**config.mk**
```make
export PLATFORM = sky130hd
export DESIGN_NAME = shfc_ram
export DESIGN_NICKNAME = d
export VERILOG_FILES = /design/src/hdl/shfc_ram.sv
export SDC_FILE = /design/constraint.sdc
export NUM_CORES = 1
export LEC_CHECK = 0
export CAP_MARGIN = 10
export CORE_UTILIZATION = 38
export DETAILED_ROUTE_END_ITERATION = 8
export DONT_BUFFER_PORTS = 1
export GPL_TIMING_DRIVEN = 0
export PLACE_DENSITY_LB_ADDON = 0.15
export SYNTH_ARGS = -nofsm -noshare
export SYNTH_HDL_FRONTEND = slang
export SYNTH_SLANG_ARGS = --single-unit
```
**constraint.sdc**
```tcl
create_clock -name clk_i -period 10.5 [get_ports clk_i]
set_input_delay 1.575 -clock clk_i [delete_from_list [all_inputs] [get_ports clk_i]]
set_output_delay 1.575 -clock clk_i [all_outputs]
set_load 0.01 [all_outputs]
```
**src/hdl/shfc_ram.sv**
```systemverilog
module shfc_ram #(
  parameter int unsigned WIDTH = 32,
  parameter int unsigned DEPTH = 8,
  localparam int unsigned AW = (DEPTH > 1) ? $clog2(DEPTH) : 1
) (
  input  logic             clk_i,
  input  logic             we_i,
  input  logic [AW-1:0]    waddr_i,
  input  logic [WIDTH-1:0] wdata_i,
  input  logic [AW-1:0]    raddr_i,
  output logic [WIDTH-1:0] rdata_o
);

  logic [WIDTH-1:0] mem_q [DEPTH];

  always_ff @(posedge clk_i) begin
    if (we_i) begin
      mem_q[waddr_i] <= wdata_i;
    end
    rdata_o <= mem_q[raddr_i];
  end

endmodule

```
Yosys cells after proc, flatten, opt, wreduce, memory -nomap -nowiden
Memory sizes are Yosys's and may differ from the RTL's. A register that Yosys moved wholly into a read port is not among the register bits.
Index checks and enable logic that the tools add are counted.

storage, ports and cells
  RAM bits = 256
  output and inout bits = 32
  memories kept = 1
  bits in registers = 0
  logic and storage cells = 3

memory list
  memory  depth  width  rd ports  clocked after Yosys merged registers in  wr ports  line  RTL
  mem_q   8      32     1         1                                        1         14    logic [WIDTH-1:0] mem_q [DEPTH];

operators by class
  multiplexer cells = 2

operators by type and width
  operator  count
  $mux 1    2

Depth between registers and ports, before layout
Gate-level depths: netlist (run 1).

  word-level depth = 2
  mapped depth = 4
  gate-level depth less buffers = 2

Worst setup path before layout (run 1)
OpenSTA, ideal clock, no wires.

  kind = input port to flip-flop
  start = input waddr_i[2]
  end = memory mem_q[0][0] (enable)
  library setup time = 461 ps
  path slack = 6078 ps
  buffers on the path = 0
  stages on the path = 2
  data required time = 10039 ps
  arrival = 3961 ps
  path through = nand2b_1 > nor3_1

RTL lines
  item             line  RTL
  start, declared  8     input logic [AW-1:0] waddr_i,
  end, declared    14

Straight into the memory's write port.

Worst setup path after layout (run 1)
  start = input we_i
  end = memory mem_q[4][15] (enable)

on the way
  cells in the longest elaborated chain, start to end = 2

RTL lines
  item                          line  RTL
  start, declared               7     input logic we_i,
  $mux 1                        17    if (we_i) begin
  $mux 1 (implied by the code)  18    mem_q[waddr_i] <= wdata_i;

No other way between the ends.

==> results.py, run 1 <==
metrics = {
    "logic_synthesis": {
        "syn_inst": 415,
        "synthTopCellsByArea": "sky130_fd_sc_hd__edfxtp_1 73%, sky130_fd_sc_hd__mux4_1 10%, sky130_fd_sc_hd__dfxtp_1 6.1%",
        "synth.cell_area_um2": 10500,
        "synth_top_area_cell": "sky130_fd_sc_hd__edfxtp_1",
        "synth_area_per_cell_um2": 25.2,
        "synth_warnings": 0,
        "synth-seq-cells": 288,
        "synth_cell_types": 13,
        "synth-seq-area-share": 0.796,
        "postSynthNetCount": 455,
        "yosysTopAreaCellShare": 0.734,
    },
    "detailed_routing": {
        "initialDrtViolationCount": 194,
        "viasPerCell": 5.15,
        "wire_per_inst_um": 23.7,
        "wl_um": 19600,
        "firstDrtPassIters": 4,
        "ant_nets": 0,
        "detailroute.via_count": 4261,
        "drcViolationCount": 0,
    },
    "grt": {
        "number_of_antenna_violations_at_the_first_check_in_global_routing": 0,
        "first_pass_grt_wire_length_um": 29600,
        "grt_start_max_net_pins": 21,
        "grt_pass1_vias": 4755,
        "grt_use_total": 0.144,
        "globalRoute.totalOverflow": 0,
    },
    "clock_network": {
        "tritoncts": "yes",
        "cts_num_sinks": 288,
        "number_of_clock_buffers_inserted_by_tritoncts": 31,
        "cts_repair_resize_count": 0,
        "cts_max_path_buffers": 3,
        "clkLatencyLatePin_ns": 0.54,
        "ctsHtreeMaxLevel": 1,
        "count_of_hold_fix_buffers_inserted_at_cts": 0,
        "cts.root.buffer_cell": "sky130_fd_sc_hd__clkbuf_16",
        "cts_setup_buffers": 0,
        "clkSlewWorstSetupHoldPaths_ns": 0.06,
    },
    "sta": {
        "final_critical_path_setup_slack_ns": 7.77,
        "slew_violations": 0,
        "post-route-min-period_ns": 2.73,
        "highest_attainable_clock_frequency_ghz": 0.367,
        "worst_slew_margin_rel": 0.448,
        "rsz_0062_raised_after_global_routing": "false",
        "min_period_over_period": 0.260,
        "worst-slew-pin-transition_ns": 0.827,
        "setup_total_neg_slack_ns": 0,
        "finalClockSkew_ns": 0.00669,
        "finalSetupViolations": 0,
        "hold_viol": 0,
    },
    "worst_setup_path": {
        "cpLargestDelayFamily": "simple AND/OR/NAND/NOR gates",
        "cp_num_cells": 6,
        "timing.critical_path.arrival_ns": 2.98,
        "setup.worst_path.end_class": "register",
        "critical_path.most_common_cell": "sky130_fd_sc_hd__buf_6",
        "cp-start-kind": "input pin",
        "worst-setup-path-type": "in2reg",
        "r2r.worst_path.cells": 2,
        "critical_path_required_ns": 10.75,
        "slowest_delay_ns": 0.51,
        "timing.critical_path.slowest_stage_cell": "sky130_fd_sc_hd__nor3_2",
        "crit_chain": "nand2_1, nor3_2, buf_6, buf_6, buf_6, buf_6",
        "critical_path.max_fanout": 8,
        "critical_path.n_buffers_inverters": 4,
    },
    "final_layout": {
        "finish.instance_area_um2": 12200,
        "area_growth_syn_to_fin_pct": 16.1,
        "fillerInstances": 2229,
        "register_area_um2": 8330,
        "share_of_layout_cells_above_drive_strength_1": 0.281,
        "area_occupied_by_multi_input_gates_um2": 2070,
        "num-nets-final": 503,
        "insertedDiodeCount": 0,
    },
    "die": {
        "die-height_um": 168,
        "floorplan.die_area_um2": 28200,
        "die_width_um": 168,
        "coreArea_um2": 27000,
        "num_io_pins": 72,
        "start_util": 0.388,
        "placement_rows": 60,
    },
    "hold_path": {
        "min_delay_path_depth": 2,
        "hp-class": "reg2reg",
    },
    "status": {
        "outcome": "finished clean",
    },
    "power_and_ir_drop": {
        "peakVddDrop_uv": 114,
        "power_mw": 2.44,
        "p_leak_nw": 3.98,
        "power.density_cell_area_nw_per_um2": 201,
    },
    "placed_design": {
        "placement.cell_area_um2": 11200,
        "gp_congestion": 0.646,
        "port-buffer-count": 0,
        "dp.final_hpwl_um": 12000,
        "pre_cts_ws_ns": 7.18,
    },
    "job": {
        "max-cap-violations": 0,
    },
}
==> power by group <==
group	leakage, nW	internal [mW]	switching [mW]	total (mW)
Sequential	2.60	1.30	0.0179	1.31
Clock	0.483	0.616	0.416	1.03
Combinational	0.902	0.0486	0.0450	0.0936
==> synth_stat cells <==
master / n
sky130_fd_sc_hd__buf_1: 4
sky130_fd_sc_hd__buf_2: 6
sky130_fd_sc_hd__buf_6: 7
sky130_fd_sc_hd__clkbuf_1: 1
sky130_fd_sc_hd__dfxtp_1: 32
sky130_fd_sc_hd__edfxtp_1: 256
sky130_fd_sc_hd__mux2_2: 32
sky130_fd_sc_hd__mux4_1: 40
sky130_fd_sc_hd__mux4_2: 24
sky130_fd_sc_hd__nand2_1: 2
sky130_fd_sc_hd__nand2b_1: 3
sky130_fd_sc_hd__nor2_1: 6
sky130_fd_sc_hd__nor3_1: 2
==> tightest hold or removal path, stage by stage, from the launching register on <==
cell	delay (ns)
sky130_fd_sc_hd__edfxtp_1	0.31
sky130_fd_sc_hd__mux4_1	0.20
sky130_fd_sc_hd__mux2_2	0.13
==> state kept, by name, summed over array words and instances (netlist names) <==
register and count:
mem_q 256, rdata_o 32
==> metrics by stage <==
stage | cells | hold WS [ns] | utilization
floorplan | 415 | 0.641 | -
global placement | 756 | 0.656 | 0.404
detailed placement | 771 | 0.662 | 0.415
CTS | 828 | 0.678 | 0.451
global route | 828 | 0.699 | 0.451
finish | 828 | 0.670 | 0.451
==> layer usage <==
layer,track usage,up-vias,share of wire
met5,0,-,0
met4,0.0419,0,0.024
met3,0.0329,35,0.047
met2,0.254,87,0.51
met1,0.178,2259,0.42
li1,-,1880,-
==> kinds of logic (layout without fill, tap and decap cells) <==
| family | Yosys count | after routing | synth area share |
|---|---|---|---|
| multiplexers | 96 | 96 | 0.186 |
| flip-flops | 288 | 288 | 0.796 |
| buffers and inverters | 18 | 90 | 0.0122 |
| AND/OR/NAND/NOR | 13 | 13 | 0.00562 |
==> final timing paths <==
check                    from            to  slack, ns
setup / recovery         we_i  mem_q[4][15]       7.77
hold / removal    mem_q[0][0]    rdata_o[0]       0.67
setup reg to reg  mem_q[2][7]    rdata_o[7]       9.21
hold reg to reg   mem_q[0][0]    rdata_o[0]       0.67
==> cell usage in the layout (no fill, tap or decap), types with 3 or more instances in the layout <==
master / count
sky130_fd_sc_hd__clkinv_2: 6
sky130_fd_sc_hd__mux4_2: 24
sky130_fd_sc_hd__buf_1: 4
sky130_fd_sc_hd__clkbuf_16: 31
sky130_fd_sc_hd__nor2_4: 6
sky130_fd_sc_hd__buf_12: 6
sky130_fd_sc_hd__edfxtp_1: 256
sky130_fd_sc_hd__dfxtp_1: 32
sky130_fd_sc_hd__clkinv_1: 5
sky130_fd_sc_hd__mux2_2: 32
sky130_fd_sc_hd__clkbuf_8: 4
sky130_fd_sc_hd__nand2b_1: 3
sky130_fd_sc_hd__mux4_1: 40
sky130_fd_sc_hd__buf_6: 15
sky130_fd_sc_hd__clkbuf_1: 8
sky130_fd_sc_hd__buf_2: 6
==> cell type report <==
cell class	count	area share
well taps	341	0.0351
repair buffers	15	0.0185
flip-flops and latches	288	0.685
plain buffers	18	0.0105
clock buffers	42	0.0705
multi-input cells	109	0.170
clock inverters	15	0.0103
(Power assumes the default switching activity.)
==> run 2, diff against run 1 <==
- ABC_AREA: not set -> 1
- clock period: 10.5 -> 2.8 ns (I/O delays scaled with it)
==> run 2 against run 1 <==
Compared with the run above: worst setup slack lost 6.4 ns; cell area grew 14%; routed wire length grew 40%; sequential share of layout area shrank 8.5 points; largest cell class unchanged; synthesized cell count grew to 2.8 times the previous value; largest power group unchanged; clock power grew to 3.7 times the previous value; register-to-register slack lost 7.3 ns; combinational power grew to 6.5 times the previous value; global-route usage grew 3.5 points; via count grew 71%.
==> results.py, run 2 <==
metrics = {
    "sta": {
        "highest_attainable_clock_frequency_ghz": 0.712,
        "slew_violations": 0,
        "post-route-min-period_ns": 1.40,
        "worst_slew_margin_rel": 0.411,
        "fin_worst_hold_slack_ns": 0.258,
        "finalSetupViolations": 0,
        "finalClockSkew_ns": 0.00766,
        "setup_total_neg_slack_ns": 0,
        "worst-slew-pin-transition_ns": 0.882,
        "hold_viol": 0,
        "rsz_0062_raised_after_global_routing": "false",
        "min_period_over_period": 0.502,
    },
    "placed_design": {
        "dp.final_hpwl_um": 16800,
        "port-buffer-count": 0,
        "gp_congestion": 0.700,
    },
    "worst_setup_path": {
        "timing.critical_path.arrival_ns": 1.67,
        "setup.worst_path.end_class": "register",
        "timing.critical_path.slowest_stage_cell": "sky130_fd_sc_hd__nor2_4",
        "critical_path_required_ns": 3.06,
        "cp-start-kind": "input pin",
        "critical_path.max_fanout": 19,
        "r2r.worst_path.cells": 6,
        "crit_chain": "nand2_1, nor2_4, buf_16",
        "slowest_delay_ns": 0.77,
        "cpLargestDelayFamily": "simple AND/OR/NAND/NOR gates",
        "worst-setup-path-type": "in2reg",
        "cp_num_cells": 3,
        "critical_path.n_buffers_inverters": 1,
    },
    "logic_synthesis": {
        "post_synth_fa_ha_maj_area_fraction": 0,
        "most_instantiated_library_cell_after_synthesis": "sky130_fd_sc_hd__nand2_1",
        "synth.area.mux_share": 0,
        "syn_inst": 1156,
        "synth-seq-area-share": 0.701,
        "synth_top_flop_cell": "sky130_fd_sc_hd__edfxtp_1",
        "synth_cell_types": 12,
        "dominant_combinational_cell_family_by_area_after_synthesis": "simple AND/OR/NAND/NOR gates",
        "synthSimpleGateAreaFrac": 0.190,
        "yosysTopAreaCellShare": 0.647,
        "postSynthNetCount": 1196,
        "synth-seq-cells": 288,
        "synth_enable_flop_cells": 256,
        "synth_xor_xnor_area_share": 0,
        "synth.cells.most_frequent": "422 x sky130_fd_sc_hd__nand2_1, 260 x sky130_fd_sc_hd__inv_1, 256 x sky130_fd_sc_hd__edfxtp_1",
        "synth.cell_area_um2": 11900,
        "synth_area_per_cell_um2": 10.3,
        "async_reset_ff_frac": 0,
        "synth_top_area_cell": "sky130_fd_sc_hd__edfxtp_1",
        "fraction_of_the_mapped_netlist_area_in_compound_gates": 0,
        "synthTopCellsByArea": "sky130_fd_sc_hd__edfxtp_1 65%, sky130_fd_sc_hd__nand2_1 13%, sky130_fd_sc_hd__inv_1 8.2%",
        "synth_warnings": 0,
    },
    "final_layout": {
        "fillerInstances": 2836,
        "final_common_cell": "sky130_fd_sc_hd__nand2_1",
        "share_of_layout_cells_above_drive_strength_1": 0.0781,
        "area_growth_syn_to_fin_pct": 16.8,
        "largest_register_ffs": 256,
        "top_regs": "mem_q (256), rdata_o (32)",
        "layout.cells.most_common_list": "422 x sky130_fd_sc_hd__nand2_1, 260 x sky130_fd_sc_hd__inv_1, 256 x sky130_fd_sc_hd__edfxtp_1",
        "num-nets-final": 1269,
        "largest-register": "mem_q",
    },
    "clock_network": {
        "cts_num_sinks": 288,
        "tritoncts": "yes",
        "number_of_clock_buffers_inserted_by_tritoncts": 31,
        "clkSlewWorstSetupHoldPaths_ns": 0.06,
        "cts_repair_resize_count": 0,
        "cts_setup_buffers": 0,
        "count_of_hold_fix_buffers_inserted_at_cts": 32,
        "cts_max_path_buffers": 3,
        "clkLatencyLatePin_ns": 0.56,
        "ctsHtreeMaxLevel": 1,
        "cts.root.buffer_cell": "sky130_fd_sc_hd__clkbuf_16",
    },
    "die": {
        "die-height_um": 179,
        "die_width_um": 179,
        "floorplan.die_area_um2": 32000,
        "start_util": 0.387,
        "num_io_pins": 72,
        "coreArea_um2": 30700,
        "placement_rows": 64,
    },
    "detailed_routing": {
        "drcViolationCount": 0,
        "ant_nets": 0,
        "wire_per_inst_um": 16.7,
        "firstDrtPassIters": 5,
        "wl_um": 27500,
        "initialDrtViolationCount": 403,
        "detailroute.via_count": 7290,
        "viasPerCell": 4.42,
    },
    "power_and_ir_drop": {
        "sequentialPowerShare": 0.529,
        "power.density_cell_area_nw_per_um2": 671,
        "switching_power_mw": 2.09,
        "power_mw": 9.31,
        "power.clock.fraction": 0.406,
        "p_leak_nw": 6.24,
        "power.switching_fraction": 0.225,
        "peakVddDrop_uv": 491,
        "share_comb_of_total_power": 0.065,
        "intPower_mw": 7.21,
    },
    "hold_path": {
        "hp-class": "in2reg",
        "min_delay_path_depth": 5,
    },
    "grt": {
        "grt_start_max_net_pins": 24,
        "grt_use_total": 0.180,
        "globalRoute.totalOverflow": 0,
        "first_pass_grt_wire_length_um": 42000,
        "grt_pass1_vias": 7213,
        "number_of_antenna_violations_at_the_first_check_in_global_routing": 1,
    },
    "job": {
        "max-cap-violations": 0,
    },
    "status": {
        "outcome": "finished clean",
    },
}
[run 2: logic make-up (layout without fill, tap and decap cells)]
kind of cell,after synthesis,count (layout)
buffers and inverters,310,408
DFF,288,288
other,0,1
and+or+nand+nor,558,558
[run 2: cell type report]
cell class	instances	area [um2]	share of cell area
clock inverter	11	58.8	0.00424
clock buffer	47	886	0.0639
antenna	1	2.50	0.000180
buffer	48	307	0.0221
tap	396	495	0.0357
sequential	288	8330	0.600
timing repair buffer	40	495	0.0357
inverter	262	983	0.0709
multi-input combinational	558	2310	0.167
[run 2: metrics by stage]
step,instances,instance area (um2),setup slack (ns),utilization
6_report,1651,13900,1.40,0.452
5_1_grt,1651,13900,1.35,0.452
4_1_cts,1650,13900,1.39,0.452
3_5_place_dp,1560,12600,0.776,0.411
3_3_place_gp,1552,12400,-1.18,0.403
2_1_floorplan,1156,11900,0.463,-
[run 2: power groups by stage]
stage          clock (mW)  combinational, mW  sequential, mW
2_1_floorplan           0              0.346            5.01
6_report             3.78              0.606            4.92
3_5_place_dp            0              0.536            5.01
4_1_cts              3.87              0.620            4.92
3_3_place_gp            0              0.509            5.02
5_1_grt              4.03              0.687            4.94
[run 2: metal layers]
| metal | global-route usage | part of all wire | wire length, um | vias to the layer above |
|---|---|---|---|---|
| met2 | 0.296 | 0.46 | 12800 | 194 |
| met5 | 0 | 0 | 0 | - |
| li1 | - | - | - | 3739 |
| met3 | 0.0348 | 0.062 | 1700 | 47 |
| met4 | 0.0487 | 0.024 | 666 | 0 |
| met1 | 0.242 | 0.45 | 12400 | 3310 |
[run 2: path summary, 6_finish.rpt]
kind / to / startpoint / slack, ns
setup / recovery: mem_q[1][20] / we_i / 1.40
hold / removal: rdata_o[2] / raddr_i[1] / 0.26
setup reg to reg: rdata_o[31] / mem_q[4][31] / 1.87
hold reg to reg: rdata_o[5] / mem_q[0][5] / 0.63
[run 2: worst min-delay path: stages]
cell and delay [ns]:
sky130_fd_sc_hd__inv_2 0.08, sky130_fd_sc_hd__nand3_1 0.10, sky130_fd_sc_hd__nand2_1 0.05, sky130_fd_sc_hd__nand2_1 0.06, sky130_fd_sc_hd__nand2_1 0.06
